File: src/rtl/core/scvp_pkg.sv
package scvp_pkg;

	localparam int SLOTS_DEF     = 4;
	localparam int FOUND_MAX_DEF = 32;
	localparam int CELLS         = 6;
	localparam int FIXED_COUNT   = 28;

	localparam logic [7:0]  START_BYTE  = 8'h7E;
	localparam logic [7:0]  HEADER_BYTE = 8'h10;
	localparam logic [15:0] ID_LOW      = 16'h0300;
	localparam logic [15:0] ID_HIGH     = 16'h030F;
	localparam logic [13:0] RECIP_5     = 14'd3277;

	typedef enum logic [1:0] {
		OP_POLL,
		OP_HEADER,
		OP_BYTE
	} op_t;

	typedef enum logic [1:0] {
		KIND_TX      = 2'd0,
		KIND_READING = 2'd1,
		KIND_NO_SLOT = 2'd2,
		KIND_NEW_ID  = 2'd3
	} kind_t;

	typedef struct packed {
		op_t         op;
		logic [7:0]  rx_byte;
		logic [31:0] now_ms;
	} cmd_t;

	typedef struct packed {
		kind_t       kind;
		logic [7:0]  data_byte;
		logic        last;
		logic [3:0]  slot;
		logic [15:0] sensor_id;
		logic [3:0]  cell_count;
		logic [3:0]  cell_group;
		logic [9:0]  cell_first;
		logic [9:0]  cell_second;
		logic [12:0] pack_centivolts;
		logic [31:0] stamp_ms;
	} res_t;

	typedef enum logic [3:0] {
		S_IDLE,
		S_POLL_A,
		S_POLL_B,
		S_HDR_RD,
		S_HDR_CMP,
		S_HDR_EMIT,
		S_DEC,
		S_FULL,
		S_DIV,
		S_WR0,
		S_WR1,
		S_SUM,
		S_RPT
	} state_t;

	function automatic logic [7:0] fixed_id(input logic [4:0] idx);
		logic [7:0] v;
		case (idx)
			5'd1:    v = 8'hA1;
			5'd2:    v = 8'h22;
			5'd3:    v = 8'h83;
			5'd4:    v = 8'hE4;
			5'd5:    v = 8'h45;
			5'd6:    v = 8'hC6;
			5'd7:    v = 8'h67;
			5'd8:    v = 8'h48;
			5'd9:    v = 8'hE9;
			5'd10:   v = 8'h6A;
			5'd11:   v = 8'hCB;
			5'd12:   v = 8'hAC;
			5'd13:   v = 8'h0D;
			5'd14:   v = 8'h8E;
			5'd15:   v = 8'h2F;
			5'd16:   v = 8'hD0;
			5'd17:   v = 8'h71;
			5'd18:   v = 8'hF2;
			5'd19:   v = 8'h53;
			5'd20:   v = 8'h34;
			5'd21:   v = 8'h95;
			5'd22:   v = 8'h16;
			5'd23:   v = 8'hB7;
			5'd24:   v = 8'h98;
			5'd25:   v = 8'h39;
			5'd26:   v = 8'hBA;
			5'd27:   v = 8'h1B;
			default: v = 8'h00;
		endcase
		return v;
	endfunction

endpackage

File: src/rtl/core/sport_cell_voltage_poller_top.sv
// A poll tick emits its start byte in S_POLL_A and then its id byte in S_POLL_B.
// A plain received byte is consumed in S_IDLE; a header searches the discovered ids through
// S_HDR_RD and S_HDR_CMP, and if its id is new stores it and reports it in S_HDR_EMIT.
// The last frame byte passes S_DEC, S_DIV, S_WR0 and S_WR1 (skipped when the group stores
// nothing) and six cell reads in S_SUM before its reading in S_RPT; items are handled one at a time.
// Reset is asynchronous and active low; it clears all control state and frees every slot.
module sport_cell_voltage_poller_top #(
	parameter int SLOTS     = scvp_pkg::SLOTS_DEF,
	parameter int FOUND_MAX = scvp_pkg::FOUND_MAX_DEF
) (
	input  logic        clk,
	input  logic        arst_n,
	input  logic        in_valid,
	output logic        in_ready,
	input  logic        req_type,
	input  logic [7:0]  rx_byte,
	input  logic [31:0] now_ms,
	output logic        out_valid,
	input  logic        out_ready,
	output logic [1:0]  kind,
	output logic [7:0]  data_byte,
	output logic        last,
	output logic [3:0]  slot,
	output logic [15:0] sensor_id,
	output logic [3:0]  cell_count,
	output logic [3:0]  cell_group,
	output logic [9:0]  cell_first,
	output logic [9:0]  cell_second,
	output logic [12:0] pack_centivolts,
	output logic [31:0] stamp_ms
);

	logic           cmd_valid;
	logic           cmd_pop;
	scvp_pkg::cmd_t cmd;
	scvp_pkg::res_t res;

	scvp_front u_front (
		.clk       (clk),
		.arst_n    (arst_n),
		.in_valid  (in_valid),
		.in_ready  (in_ready),
		.req_type  (req_type),
		.rx_byte   (rx_byte),
		.now_ms    (now_ms),
		.cmd_valid (cmd_valid),
		.cmd_pop   (cmd_pop),
		.cmd       (cmd)
	);

	scvp_back #(
		.SLOTS     (SLOTS),
		.FOUND_MAX (FOUND_MAX)
	) u_back (
		.clk       (clk),
		.arst_n    (arst_n),
		.cmd_valid (cmd_valid),
		.cmd_pop   (cmd_pop),
		.cmd       (cmd),
		.out_valid (out_valid),
		.out_ready (out_ready),
		.res       (res)
	);

	assign kind            = res.kind;
	assign data_byte       = res.data_byte;
	assign last            = res.last;
	assign slot            = res.slot;
	assign sensor_id       = res.sensor_id;
	assign cell_count      = res.cell_count;
	assign cell_group      = res.cell_group;
	assign cell_first      = res.cell_first;
	assign cell_second     = res.cell_second;
	assign pack_centivolts = res.pack_centivolts;
	assign stamp_ms        = res.stamp_ms;

endmodule

File: src/rtl/core/scvp_front.sv
module scvp_front (
	input  logic              clk,
	input  logic              arst_n,
	input  logic              in_valid,
	output logic              in_ready,
	input  logic              req_type,
	input  logic [7:0]        rx_byte,
	input  logic [31:0]       now_ms,
	output logic              cmd_valid,
	input  logic              cmd_pop,
	output scvp_pkg::cmd_t    cmd
);

	scvp_pkg::cmd_t fifo_q [2];
	logic           wr_ptr_q;
	logic           rd_ptr_q;
	logic [1:0]     count_q;
	scvp_pkg::cmd_t cls;
	logic           push;
	logic           pop;

	always_comb begin
		cls.rx_byte = rx_byte;
		cls.now_ms  = now_ms;
		if (!req_type) begin
			cls.op = scvp_pkg::OP_POLL;
		end else if (rx_byte == scvp_pkg::HEADER_BYTE) begin
			cls.op = scvp_pkg::OP_HEADER;
		end else begin
			cls.op = scvp_pkg::OP_BYTE;
		end
	end

	assign in_ready  = (count_q != 2'd2);
	assign push      = in_valid && in_ready;
	assign cmd_valid = (count_q != 2'd0);
	assign pop       = cmd_pop && cmd_valid;
	assign cmd       = fifo_q[rd_ptr_q];

	always_ff @(posedge clk) begin
		if (push) begin
			fifo_q[wr_ptr_q] <= cls;
		end
	end

	always_ff @(posedge clk or negedge arst_n) begin
		if (!arst_n) begin
			wr_ptr_q <= 1'b0;
			rd_ptr_q <= 1'b0;
			count_q  <= 2'd0;
		end else begin
			if (push) begin
				wr_ptr_q <= ~wr_ptr_q;
			end
			if (pop) begin
				rd_ptr_q <= ~rd_ptr_q;
			end
			if (push && !pop) begin
				count_q <= count_q + 2'd1;
			end else if (pop && !push) begin
				count_q <= count_q - 2'd1;
			end
		end
	end

endmodule

File: src/rtl/core/scvp_back.sv
module scvp_back #(
	parameter int SLOTS     = scvp_pkg::SLOTS_DEF,
	parameter int FOUND_MAX = scvp_pkg::FOUND_MAX_DEF
) (
	input  logic              clk,
	input  logic              arst_n,
	input  logic              cmd_valid,
	output logic              cmd_pop,
	input  scvp_pkg::cmd_t    cmd,
	output logic              out_valid,
	input  logic              out_ready,
	output scvp_pkg::res_t    res
);

	localparam int SL_W   = (SLOTS > 1) ? $clog2(SLOTS) : 1;
	localparam int FI_W   = (FOUND_MAX > 1) ? $clog2(FOUND_MAX) : 1;
	localparam int FC_W   = $clog2(FOUND_MAX + 1);
	localparam int NCELL  = SLOTS * scvp_pkg::CELLS;
	localparam int CA_W   = (NCELL > 1) ? $clog2(NCELL) : 1;

	scvp_pkg::state_t state_q, state_d;

	logic             parity_q;
	logic [4:0]       scan_q;
	logic [FI_W-1:0]  found_idx_q;
	logic [FC_W-1:0]  found_cnt_q;
	logic [7:0]       prev_q;
	logic [3:0]       phase_q;
	logic [7:0]       fb_q [7];
	logic [15:0]      slot_ids_q [SLOTS];
	logic             use_found_q;
	logic [7:0]       fixed_q;
	logic [FC_W-1:0]  hi_q;
	logic [SL_W-1:0]  slot_q;
	logic [CA_W-1:0]  base_q;
	logic [9:0]       first_q;
	logic [9:0]       second_q;
	logic [2:0]       k_q;
	logic [12:0]      acc_q;
	logic [31:0]      stamp_q;
	logic             out_valid_q;
	scvp_pkg::res_t   out_q;

	logic [7:0]       found_mem [FOUND_MAX];
	logic [7:0]       f_rdata_q;
	logic             f_re, f_we;
	logic [FI_W-1:0]  f_raddr, f_waddr;

	logic [9:0]       cell_mem [NCELL];
	logic [NCELL-1:0] cvalid_q;
	logic [9:0]       c_rdata_q;
	logic             c_rvalid_q;
	logic             c_re, c_we;
	logic [CA_W-1:0]  c_raddr, c_waddr;
	logic [9:0]       c_wdata;

	logic             can_emit, emit;
	scvp_pkg::res_t   res_d;

	logic [15:0]      frame_id;
	logic [3:0]       group;
	logic             group_ok;
	logic             slot_hit;
	logic [SL_W-1:0]  slot_sel;
	logic [FC_W:0]    fidx_inc;
	logic [25:0]      prod_first, prod_second;

	assign frame_id    = {fb_q[1], fb_q[0]};
	assign group       = fb_q[2][3:0];
	assign group_ok    = (group == 4'd0) || (group == 4'd2) || (group == 4'd4);
	assign fidx_inc    = {{(FC_W + 1 - FI_W){1'b0}}, found_idx_q} + 1'b1;
	assign prod_first  = {fb_q[4][3:0], fb_q[3]} * scvp_pkg::RECIP_5;
	assign prod_second = {fb_q[5], fb_q[4][7:4]} * scvp_pkg::RECIP_5;
	assign can_emit    = !out_valid_q || out_ready;

	always_comb begin
		slot_hit = 1'b0;
		slot_sel = '0;
		for (int i = SLOTS - 1; i >= 0; i--) begin
			if (slot_ids_q[i] == frame_id || slot_ids_q[i] == 16'd0) begin
				slot_hit = 1'b1;
				slot_sel = SL_W'(i);
			end
		end
	end

	always_ff @(posedge clk or negedge arst_n) begin
		if (!arst_n) begin
			state_q <= scvp_pkg::S_IDLE;
		end else begin
			state_q <= state_d;
		end
	end

	always_comb begin
		state_d = state_q;
		cmd_pop = 1'b0;
		emit    = 1'b0;
		res_d   = '0;
		f_re    = 1'b0;
		f_we    = 1'b0;
		f_raddr = found_idx_q;
		f_waddr = found_cnt_q[FI_W-1:0];
		c_re    = 1'b0;
		c_we    = 1'b0;
		c_raddr = base_q + CA_W'(k_q);
		c_waddr = base_q + CA_W'(group);
		c_wdata = first_q;
		unique case (state_q)
			scvp_pkg::S_IDLE: begin
				f_re = 1'b1;
				if (cmd_valid) begin
					cmd_pop = 1'b1;
					if (cmd.op == scvp_pkg::OP_POLL) begin
						state_d = scvp_pkg::S_POLL_A;
					end else if (phase_q == 4'd0) begin
						if (cmd.op == scvp_pkg::OP_HEADER && prev_q != 8'd0 &&
						    found_cnt_q < FC_W'(FOUND_MAX)) begin
							state_d = scvp_pkg::S_HDR_RD;
						end
					end else if (phase_q == 4'd7) begin
						state_d = scvp_pkg::S_DEC;
					end
				end
			end
			scvp_pkg::S_POLL_A: begin
				res_d.kind      = scvp_pkg::KIND_TX;
				res_d.data_byte = scvp_pkg::START_BYTE;
				if (can_emit) begin
					emit    = 1'b1;
					state_d = scvp_pkg::S_POLL_B;
				end
			end
			scvp_pkg::S_POLL_B: begin
				res_d.kind      = scvp_pkg::KIND_TX;
				res_d.data_byte = use_found_q ? f_rdata_q : fixed_q;
				res_d.last      = 1'b1;
				if (can_emit) begin
					emit    = 1'b1;
					state_d = scvp_pkg::S_IDLE;
				end
			end
			scvp_pkg::S_HDR_RD: begin
				if (hi_q == found_cnt_q) begin
					f_we    = 1'b1;
					state_d = scvp_pkg::S_HDR_EMIT;
				end else begin
					f_re    = 1'b1;
					f_raddr = hi_q[FI_W-1:0];
					state_d = scvp_pkg::S_HDR_CMP;
				end
			end
			scvp_pkg::S_HDR_CMP: begin
				state_d = (f_rdata_q == prev_q) ? scvp_pkg::S_IDLE : scvp_pkg::S_HDR_RD;
			end
			scvp_pkg::S_HDR_EMIT: begin
				res_d.kind      = scvp_pkg::KIND_NEW_ID;
				res_d.data_byte = prev_q;
				res_d.last      = 1'b1;
				if (can_emit) begin
					emit    = 1'b1;
					state_d = scvp_pkg::S_IDLE;
				end
			end
			scvp_pkg::S_DEC: begin
				if (frame_id < scvp_pkg::ID_LOW || frame_id > scvp_pkg::ID_HIGH) begin
					state_d = scvp_pkg::S_IDLE;
				end else if (slot_hit) begin
					state_d = scvp_pkg::S_DIV;
				end else begin
					state_d = scvp_pkg::S_FULL;
				end
			end
			scvp_pkg::S_FULL: begin
				res_d.kind      = scvp_pkg::KIND_NO_SLOT;
				res_d.sensor_id = frame_id;
				res_d.last      = 1'b1;
				if (can_emit) begin
					emit    = 1'b1;
					state_d = scvp_pkg::S_IDLE;
				end
			end
			scvp_pkg::S_DIV: begin
				state_d = group_ok ? scvp_pkg::S_WR0 : scvp_pkg::S_SUM;
			end
			scvp_pkg::S_WR0: begin
				c_we    = 1'b1;
				state_d = scvp_pkg::S_WR1;
			end
			scvp_pkg::S_WR1: begin
				c_we    = 1'b1;
				c_waddr = base_q + CA_W'(group) + 1'b1;
				c_wdata = second_q;
				state_d = scvp_pkg::S_SUM;
			end
			scvp_pkg::S_SUM: begin
				c_re = (k_q < 3'd6);
				if (k_q == 3'd6) begin
					state_d = scvp_pkg::S_RPT;
				end
			end
			scvp_pkg::S_RPT: begin
				res_d.kind            = scvp_pkg::KIND_READING;
				res_d.last            = 1'b1;
				res_d.slot            = 4'(slot_q);
				res_d.sensor_id       = frame_id;
				res_d.cell_count      = fb_q[2][7:4];
				res_d.cell_group      = group;
				res_d.cell_first      = first_q;
				res_d.cell_second     = second_q;
				res_d.pack_centivolts = acc_q;
				res_d.stamp_ms        = stamp_q;
				if (can_emit) begin
					emit    = 1'b1;
					state_d = scvp_pkg::S_IDLE;
				end
			end
			default: state_d = scvp_pkg::S_IDLE;
		endcase
	end

	always_ff @(posedge clk) begin
		if (f_we) begin
			found_mem[f_waddr] <= prev_q;
		end
		if (f_re) begin
			f_rdata_q <= found_mem[f_raddr];
		end
		if (c_we) begin
			cell_mem[c_waddr] <= c_wdata;
		end
		if (c_re) begin
			c_rdata_q <= cell_mem[c_raddr];
		end
	end

	always_ff @(posedge clk or negedge arst_n) begin
		if (!arst_n) begin
			parity_q    <= 1'b0;
			scan_q      <= '0;
			found_idx_q <= '0;
			found_cnt_q <= '0;
			prev_q      <= '0;
			phase_q     <= '0;
			cvalid_q    <= '0;
			c_rvalid_q  <= 1'b0;
			out_valid_q <= 1'b0;
			for (int i = 0; i < SLOTS; i++) begin
				slot_ids_q[i] <= '0;
			end
		end else begin
			if (c_we) begin
				cvalid_q[c_waddr] <= 1'b1;
			end
			if (c_re) begin
				c_rvalid_q <= cvalid_q[c_raddr];
			end
			if (emit) begin
				out_valid_q <= 1'b1;
			end else if (out_ready) begin
				out_valid_q <= 1'b0;
			end
			if (state_q == scvp_pkg::S_IDLE && cmd_valid) begin
				if (cmd.op == scvp_pkg::OP_POLL) begin
					parity_q <= ~parity_q;
					phase_q  <= '0;
					if (found_cnt_q != '0 && parity_q) begin
						found_idx_q <= (fidx_inc >= {1'b0, found_cnt_q}) ? '0 :
						               fidx_inc[FI_W-1:0];
					end else begin
						scan_q <= (scan_q == 5'(scvp_pkg::FIXED_COUNT - 1)) ? '0 :
						          scan_q + 5'd1;
					end
				end else if (phase_q == 4'd0) begin
					if (cmd.op == scvp_pkg::OP_HEADER) begin
						phase_q <= 4'd1;
					end else begin
						prev_q <= cmd.rx_byte;
					end
				end else if (phase_q == 4'd7) begin
					phase_q <= '0;
				end else begin
					phase_q <= phase_q + 4'd1;
				end
			end
			if (state_q == scvp_pkg::S_HDR_RD && hi_q == found_cnt_q) begin
				found_cnt_q <= found_cnt_q + 1'b1;
			end
			if (state_q == scvp_pkg::S_DEC && slot_hit &&
			    frame_id >= scvp_pkg::ID_LOW && frame_id <= scvp_pkg::ID_HIGH) begin
				slot_ids_q[slot_sel] <= frame_id;
			end
		end
	end

	always_ff @(posedge clk) begin
		if (state_q == scvp_pkg::S_IDLE && cmd_valid) begin
			use_found_q <= (found_cnt_q != '0) && parity_q;
			fixed_q     <= scvp_pkg::fixed_id(scan_q);
			hi_q        <= '0;
			stamp_q     <= cmd.now_ms;
			if (cmd.op != scvp_pkg::OP_POLL && phase_q != 4'd0) begin
				fb_q[phase_q[2:0] - 3'd1] <= cmd.rx_byte;
			end
		end
		if (state_q == scvp_pkg::S_HDR_CMP) begin
			hi_q <= hi_q + 1'b1;
		end
		if (state_q == scvp_pkg::S_DEC) begin
			slot_q <= slot_sel;
		end
		if (state_q == scvp_pkg::S_DIV) begin
			first_q  <= prod_first[23:14];
			second_q <= prod_second[23:14];
			base_q   <= CA_W'(slot_q * scvp_pkg::CELLS);
			acc_q    <= '0;
			k_q      <= '0;
		end
		if (state_q == scvp_pkg::S_SUM) begin
			k_q <= k_q + 3'd1;
			if (k_q != 3'd0) begin
				acc_q <= acc_q + (c_rvalid_q ? {3'd0, c_rdata_q} : 13'd0);
			end
		end
		if (emit) begin
			out_q <= res_d;
		end
	end

	assign out_valid = out_valid_q;
	assign res       = out_q;

endmodule

File: config.mk
export PLATFORM = sky130hd
export DESIGN_NAME = sport_cell_voltage_poller_top
export DESIGN_NICKNAME = d
export VERILOG_FILES = /design/src/rtl/core/scvp_pkg.sv /design/src/rtl/core/sport_cell_voltage_poller_top.sv /design/src/rtl/core/scvp_front.sv /design/src/rtl/core/scvp_back.sv
export SDC_FILE = /design/constraint.sdc
export NUM_CORES = 1
export LEC_CHECK = 0
export BUFFER_PORTS_ARGS = -buffer_cell sky130_fd_sc_hd__buf_2
export CORE_MARGIN = 10
export CORE_UTILIZATION = 40
export DETAILED_ROUTE_END_ITERATION = 10
export MAX_ROUTING_LAYER = met4
export PLACE_DENSITY = 0.55
export SETUP_SLACK_MARGIN = 0.4
export SLEW_MARGIN = 0
export SYNTH_ARGS = -nofsm -noshare
export SYNTH_HDL_FRONTEND = slang
export SYNTH_HIERARCHICAL = 1
export SYNTH_SLANG_ARGS = --single-unit
File: constraint.sdc
create_clock -name clk -period 19 [get_ports clk]
set_input_delay 1.9 -clock clk [delete_from_list [all_inputs] [get_ports clk]]
set_output_delay 1.9 -clock clk [all_outputs]
set_load 0.05 [all_outputs]
==> impl_results.md, run 1 <==
* Crit start category: flip-flop
* Post-CTS setup buffer count at 0
* Floorplan row count at 122
* Number of filler cells placed in the layout at 9712
* Crit-path max cell delay at 550 ps
* Top-area cell type share of the netlist area at 55.7%
* Async SR Flop Fraction at 13.2%
* Fraction of the mapped netlist area in adder cells at 9.62%
* Kind of end point of the critical path: flip-flop
* Worst setup margin at 13430 ps
* CTS root buf: sky130_fd_sc_hd__clkbuf_16
* Number of enable flip-flop cells after synthesis at 824
* Total number of vias at 25100
* Area leader, netlist: sky130_fd_sc_hd__edfxtp_1
* Overall routing resource usage at 17.5%
* Die ar. at 0.125 mm2
* Worst slew margin relative to its limit at 10.8%
* Maximum count of clock buffers along a single path at 3
* Vias in the first global route at 26200
* Status: completed
* Vertical extent of the die at 353 um
* Drt wl/cell at 22.4 um
* Number of clock buffers inserted by TritonCTS at 104
* Cell types occupying the most area after synthesis: sky130_fd_sc_hd__edfxtp_1 56%, sky130_fd_sc_hd__dfrtp_1 7.2%, sky130_fd_sc_hd__ha_1 6.1%
* Relative area change from synthesis to final layout at 12.4%
* Count of input and output buffers at 148
* Time the worst path needs with I/O delays and setup at 5570 ps
* Total grt overflow at 0
* Count of buffer and inverter cells on the critical path at 4
* IO Pins at 151
* Initial antenna violation count at 12
* PwrDens at 136 mW/mm2
* CTS H-tree lvls at 3
* Leakage Power at 19.2 nW
* Proportion of synthesized area in mux cells at 7.09%
* Max-cap violations at 0
* Effective utilization at floorplan at 40.2%
* Hold_buf cts at 0
* Tightest Pin Transition at 1330 ps
* Post-synth top cells: 824 x sky130_fd_sc_hd__edfxtp_1, 246 x sky130_fd_sc_hd__inv_1, 218 x sky130_fd_sc_hd__ha_1
* Post-DP HPWL at 72.6 mm
* Int Pwr at 4.45 mW
* Primary FF master, synth: sky130_fd_sc_hd__edfxtp_1
* Complex-gate fraction of the synthesized area at 4.70%
* Critical path, cell by cell: ha_1, inv_1, fa_1, inv_1, fa_1, fa_1, inv_1, fa_1, inv_1, ha_1, and2_1, a221oi_1, o31ai_1, nor3_2, o21ai_1, or4_1, a31oi_1, xnor2_1
* Share of synthesized cell area in and, or, nand and nor gates at 8.63%
* Part of the cycle the worst path needs at 29.3%
* Pin count of the biggest net entering global routing at 96
* Fraction of power consumed by the clock network at 28.9%
* Switching power at 2.36 mW
* Count of different cell masters after synthesis at 80
* Final nets at 3530
* Worst IR Drop VDD at 0.123 mV
* CTS resizes at 0
* Library cell with the highest instance count after synthesis: sky130_fd_sc_hd__edfxtp_1
* Number of nets with antenna violations after detailed routing at 0
* Final total negative setup slack at 0 ps
* Finish-stage setup viols at 0
* RSZ-0062 raised after global routing: no
* Data required time of the worst path at 19440 ps
* Proportion of power drawn by combinational gates at 28.6%
* Post-placement worst setup slack at 13380 ps
* Number of hold-slack violations in the final timing report at 0
* Cell area after technology mapping at 0.0444 mm2
* Sum of routed wire length over all layers at 107 mm
* Critical path's slowest cell: sky130_fd_sc_hd__fa_1
* Top cell family by delay on the critical path: adder cells
* Clock tree sinks at 964
* Clock tree from TritonCTS: done
* Via density at 5.24
* Fraction of power spent switching nets at 34.7%
* Worst clock skew on the final layout at 20.2 ps
* Clock edge transition at the registers on the reported setup and hold paths at 60 ps
* Post-layout power at 6.81 mW
* Clock latency at the later pin of the worst-skew pair at 690 ps
* WP data arrival at 6010 ps
* Upper clock frequency limit at 180 MHz
* FF+latch count, synth at 964
* Biggest fanout along the worst timing path at 5
* Synthesized instance count at 3066
* Gpl congestion at 0.860
* DRC violations left at 0
* Largest family of logic cells by synthesized area: adder cells
* Max Transition Viols Final at 0
* Share of power burned in registers at 42.4%
* Avg Cell Area, Syn at 14.5 um2
* Wire length of the first global-routing pass at 164 mm
* XOR/XNOR share of the synthesized area at 2.64%
* Die extent in x at 353 um
* Number of DRC violations after detailed-routing iteration 0 at 1685
* Syn. warnings at 6
* Type of the most critical hold path: reg -> reg
* Sequential share of the synthesized area at 63.5%
* Fraction of final layout cells sized beyond drive strength 1 at 16.2%
* Category of the critical setup timing path: reg -> reg
* Core box area at 0.110 mm2
* TritonRoute pass-1 iters at 6
[kinds of logic after synthesis]
group,Yosys count
AOI/OAI and AO/OA,318
xor gates and xnor gates,134
adders and majority gates,295
buffers and inverters,411
DFF,964
muxes,193
other,1
and+or+nand+nor,750
[cells in the final DEF (no fill, tap or decap), types with 21 or more instances in the layout]
cell type / n
sky130_fd_sc_hd__a21oi_1: 82
sky130_fd_sc_hd__a22oi_1: 21
sky130_fd_sc_hd__and2_1: 112
sky130_fd_sc_hd__buf_2: 147
sky130_fd_sc_hd__buf_4: 33
sky130_fd_sc_hd__clkbuf_1: 25
sky130_fd_sc_hd__clkbuf_16: 106
sky130_fd_sc_hd__clkinv_1: 22
sky130_fd_sc_hd__clkinv_2: 21
sky130_fd_sc_hd__dfrtp_1: 126
sky130_fd_sc_hd__edfxtp_1: 824
sky130_fd_sc_hd__fa_1: 76
sky130_fd_sc_hd__ha_1: 217
sky130_fd_sc_hd__inv_1: 246
sky130_fd_sc_hd__mux2_2: 42
sky130_fd_sc_hd__mux2_4: 39
sky130_fd_sc_hd__mux2i_1: 28
sky130_fd_sc_hd__mux4_2: 77
sky130_fd_sc_hd__nand2_1: 205
sky130_fd_sc_hd__nand2b_1: 21
sky130_fd_sc_hd__nand3_1: 86
sky130_fd_sc_hd__nand4_1: 53
sky130_fd_sc_hd__nor2_1: 123
sky130_fd_sc_hd__nor4_1: 39
sky130_fd_sc_hd__o211ai_1: 47
sky130_fd_sc_hd__o21ai_0: 70
sky130_fd_sc_hd__xnor2_1: 41
sky130_fd_sc_hd__xor2_1: 93
[area by class of cell]
class	instances	area [um2]	share of cell area (%)
clock inverters	61	534	1.07
inverters	247	927	1.86
diodes	12	30.0	0.0602
multi-input cells	1692	14600	29.2
repair buffers	181	995	1.99
clock buffers	134	2790	5.59
well taps	1488	1860	3.73
flip-flops and latches	964	28200	56.5
[layer usage]
metal / GRT usage (%) / share of wire, %
met2: 27.2 / 47
met3: 3.46 / 6.2
met5: - / 0
met4: 4.35 / 2.2
met1: 23.4 / 45
[through the flow]
stage | utilization, % | std cells | area [um2] | hold WS [ps]
final | 45.2 | 4779 | 49900 | 419
after global routing | 45.2 | 4776 | 49900 | 429
after CTS | 45.2 | 4767 | 49900 | 422
after detailed placement | 42.2 | 4572 | 46500 | 409
after global placement | 42.2 | 4572 | 46500 | 403
after floorplan | - | 3067 | 44400 | 428
[flip-flops by register name (all words and copies together) (netlist names), 13 cells and up]
| signal | cells |
|---|---|
| u_back/acc_q | 13 |
| u_back/cell_mem | 240 |
| u_back/cvalid_q | 24 |
| u_back/fb_q | 48 |
| u_back/found_mem | 256 |
| u_back/res | 102 |
| u_back/slot_ids_q | 64 |
| u_back/stamp_q | 32 |
| u_front/fifo_q | 84 |
[worst register-to-register path: cells and delay by family, from the launching register on]
family / cells / cell delay, ps
buf+inv: 4 / 220
fa+ha+maj: 6 / 2800
compound gates: 4 / 810
xor+xnor: 1 / 80
flops: 1 / 480
simple gates: 3 / 920
[power groups by stage]
| stage | sequential [mW] | clock, mW | combinational (mW) |
|---|---|---|---|
| global placement | 2.92 | 0 | 1.94 |
| detailed placement | 2.93 | 0 | 1.97 |
| floorplan | 3.27 | 0 | 1.03 |
| CTS | 2.89 | 2.02 | 1.98 |
| global route | 2.92 | 2.11 | 2.17 |
| finish | 2.89 | 1.97 | 1.95 |
[path summary, 6_finish.rpt]
check	start	end	slack, ps	depth (start not counted)
max	u_back/fb_q[3][3]$_DFFE_PP_	u_back/first_q[9]$_DFFE_PP_	13430	18
min	u_back/slot_ids_q[31]$_DFFE_PN0P_	u_back/slot_ids_q[31]$_DFFE_PN0P_	420	0
max reg2reg	u_back/fb_q[3][3]$_DFFE_PP_	u_back/first_q[9]$_DFFE_PP_	13430	18
min reg2reg	u_back/slot_ids_q[31]$_DFFE_PN0P_	u_back/slot_ids_q[31]$_DFFE_PN0P_	420	0
max in group asynchronous	arst_n	u_front/rd_ptr_q$_DFFE_PN0P_	16560	2
min in group asynchronous	arst_n	u_back/slot_ids_q[38]$_DFFE_PN0P_	1300	1
Note: power is estimated with default switching activity, not from simulation.
==> run 2: changes to the inputs <==
ABC_AREA = 1   (was default)
clock period = 5.37 ns   (was 19 ns; I/O delays follow)
==> impl_results.md, run 2 <==
* Max Transition Viols Final at 0 (unchanged)
* Syn. warnings at 6 (unchanged)
* Highest-count cells in the layout ignoring fill and taps: 824 x sky130_fd_sc_hd__edfxtp_1, 663 x sky130_fd_sc_hd__inv_1, 643 x sky130_fd_sc_hd__nand2_1
* Register with the most flip-flops: u_back/found_mem
* Proportion of power drawn by combinational gates at 31.1% (+2.5 points)
* Gpl congestion at 0.855 (-0.56%)
* Worst slew margin relative to its limit at 16.5% (+5.8 points)
* Post-placement worst setup slack at 547 ps (-12840 ps)
* Min Hold Slack at 59.0 ps (-360 ps)
* Area leader, netlist: sky130_fd_sc_hd__edfxtp_1
* Relative area change from synthesis to final layout at 13.2%
* IO Pins at 151 (unchanged)
* Count of input and output buffers at 148 (unchanged)
* Number of enable flip-flop cells after synthesis at 824 (unchanged)
* Clock tree from TritonCTS: done
* Maximum count of clock buffers along a single path at 3 (unchanged)
* Data required time of the worst path at 5770 ps (-13670 ps)
* Type of the most critical hold path: in -> reg
* Effective utilization at floorplan at 40.3% (+0.11 points)
* Fraction of power consumed by the clock network at 28.5% (-0.4 points)
* Time the worst path needs with I/O delays and setup at 4770 ps (-804 ps)
* DRC violations left at 0 (unchanged)
* Post-layout power at 25.0 mW (+270%)
* Biggest fanout along the worst timing path at 5 (unchanged)
* Int Pwr at 16.0 mW (+260%)
* Async SR Flop Fraction at 13.2% (unchanged)
* Floorplan row count at 124 (+1.6%)
* Clock latency at the later pin of the worst-skew pair at 710 ps (+20 ps)
* CTS root buf: sky130_fd_sc_hd__clkbuf_16
* Layout Cells excl Fill at 5982 (+25%)
* Number of hold-slack violations in the final timing report at 0 (unchanged)
* Worst clock skew on the final layout at 49.7 ps (+29.5 ps)
* Library cell with the highest instance count after synthesis: sky130_fd_sc_hd__edfxtp_1
* Synthesized instance count at 4209 (+37%)
* Max-cap violations at 0 (unchanged)
* Finish-stage setup viols at 0 (unchanged)
* Crit-path max cell delay at 540 ps (about the same)
* Count of different cell masters after synthesis at 61 (-24%)
* Post-synth top cells: 824 x sky130_fd_sc_hd__edfxtp_1, 665 x sky130_fd_sc_hd__inv_1, 644 x sky130_fd_sc_hd__nand2_1
* Cell area after technology mapping at 0.0462 mm2 (+4.0%)
* Fraction of final layout cells sized beyond drive strength 1 at 10.8% (-5.4 points)
* Grt met2 use at 27.5% (+0.30 points)
* Part of the cycle the worst path needs at 88.8% (+59 points)
* Grt met3 use at 2.88% (-0.57 points)
* Die extent in x at 360 um (+1.9%)
* CTS H-tree lvls at 3 (unchanged)
* Tightest Pin Transition at 1250 ps (-86.4 ps)
* Top-area cell type share of the netlist area at 53.6% (-2.2 points)
* Sum of routed wire length over all layers at 115 mm (+7.6%)
* Leakage Power at 22.1 nW (+15%)
* RSZ-0062 raised after global routing: yes
* Critical path, cell by cell: ha_1, inv_1, fa_1, inv_1, fa_1, fa_1, fa_1, ha_1, a21oi_1, o21ai_0, a21oi_1, o21ai_2, nand2_1, o311ai_0, xor2_1
* Max FFs per register at 256 (unchanged)
* Worst setup margin at 604 ps (-12830 ps)
* Crit start category: flip-flop
* Critical path's slowest cell: sky130_fd_sc_hd__fa_1
* Number of nets with antenna violations after detailed routing at 0 (unchanged)
* Cell types occupying the most area after synthesis: sky130_fd_sc_hd__edfxtp_1 54%, sky130_fd_sc_hd__dfrtp_1 6.9%, sky130_fd_sc_hd__ha_1 5.9%
* Vias in the first global route at 29300 (+12%)
* Most common library cell in the layout ignoring fill and taps: sky130_fd_sc_hd__edfxtp_1
* # placed instances at 5745 (+26%)
* Post-DP HPWL at 75.7 mm (+4.3%)
* Kind of end point of the critical path: flip-flop
* Most Crowded Layer GR: met2
* Core box area at 0.115 mm2 (+3.7%)
* Via density at 5.01 (-4.6%)
* Top cell family by delay on the critical path: adder cells
* Final total negative setup slack at 0 ps (unchanged)
* R2r setup slk at 600 ps (-12830 ps)
* Count of buffer and inverter cells on the critical path at 2 (-2)
* Overall routing resource usage at 18.0% (+0.54 points)
* PwrDens at 479 mW/mm2 (+250%)
* Drt wl/cell at 19.2 um (-14%)
* Wire length of the first global-routing pass at 178 mm (+8.7%)
* TritonRoute pass-1 iters at 5 (-1)
* Final nets at 4721 (+34%)
* Switching power at 9.03 mW (+280%)
* Fraction of power spent switching nets at 36.1% (+1.4 points)
* Sequential share of the synthesized area at 61.0% (-2.5 points)
* Clock edge transition at the registers on the reported setup and hold paths at 60 ps (about the same)
* Number of DRC violations after detailed-routing iteration 0 at 2339 (+39%)
* Most repeated library cell on the critical path: sky130_fd_sc_hd__fa_1
* Avg Cell Area, Syn at 11.0 um2 (-24%)
* Share of power burned in registers at 40.4% (-2.0 points)
* WP data arrival at 5160 ps (-850 ps)
* Pin count of the biggest net entering global routing at 142 (+48%)
* FF+latch count, synth at 964 (unchanged)
* Clock tree sinks at 964 (unchanged)
* Total grt overflow at 0 (unchanged)
* Upper clock frequency limit at 210 MHz (+17%)
* Primary FF master, synth: sky130_fd_sc_hd__edfxtp_1
* Number of clock buffers inserted by TritonCTS at 101 (-2.9%)
* Die ar. at 0.129 mm2 (+3.8%)
* Status: completed
* Worst IR Drop VDD at 0.367 mV (+200%)
* Total number of vias at 29900 (+19%)
* Met1 Track Usage GR at 25.3% (+1.9 points)
* Category of the critical setup timing path: reg -> reg
* Initial antenna violation count at 3 (-9)
* Vertical extent of the die at 360 um (+1.9%)
==> run 2: power by group through the flow <==
stage / clock network [mW] / registers [mW] / logic (mW)
2_1_floorplan: 0 / 11.5 / 4.24
5_1_grt: 7.61 / 10.2 / 8.70
6_report: 7.12 / 10.1 / 7.79
3_3_place_gp: 0 / 10.3 / 7.70
4_1_cts: 7.30 / 10.1 / 7.81
3_5_place_dp: 0 / 10.3 / 7.75
==> run 2: timing repair <==
action	in CTS	in global routing
resized for setup	0	9
hold buffers	37	0
endpoints found under the hold margin	161	0
endpoints found under the setup margin	0	7
buffers inserted	0	8
==> run 2: layer usage <==
metal  wire length [um]  vias up
li1                   -    14400
met1              54400    14700
met2              52400      722
met3               6640      136
met4               1680        0
met5                  0        -
==> run 2: kinds of logic after synthesis <==
kind of cell,after synthesis,synth area share [%]
and+or+nand+nor,1517,14.1
DFF,964,61.0
buffers and inverters,859,7.67
AOI/OAI and AO/OA,451,5.59
adders and majority gates,295,9.24
xor gates and xnor gates,106,2.01
muxes,16,0.385
other,1,0.00812
==> run 2: worst paths after layout <==
check	startpoint	end	cells past startpoint
setup / recovery	u_back/fb_q[5][2]$_DFFE_PP_	u_back/second_q[8]$_DFFE_PP_	15
min in group asynchronous	arst_n	u_back/slot_ids_q[30]$_DFFE_PN0P_	2
setup reg to reg	u_back/fb_q[5][2]$_DFFE_PP_	u_back/second_q[8]$_DFFE_PP_	15
max in group asynchronous	arst_n	u_back/cvalid_q[17]$_DFFE_PN0N_	3
hold / removal	rx_byte[6]	u_front/fifo_q[0][38]$_DFFE_PP_	1
hold reg to reg	u_back/slot_ids_q[59]$_DFFE_PN0P_	u_back/slot_ids_q[59]$_DFFE_PN0P_	0
==> run 2: cell type report <==
class | count | area (um2)
Antenna cell | 3 | 7.51
Clock buffer | 126 | 2670
Clock inverter | 63 | 728
Fill cell | 10600 | 62200
Inverter | 677 | 2550
Multi-Input combinational cell | 2387 | 14600
Sequential cell | 964 | 28200
Tap cell | 1512 | 1890
Timing Repair Buffer | 250 | 1690
==> run 2: through the flow <==
step / utilization (%) / instance area [um2]
floorplan: - / 46200
global placement: 42.3 / 48400
detailed placement: 42.3 / 48400
CTS: 45.6 / 52200
global route: 45.7 / 52300
finish: 45.7 / 52300
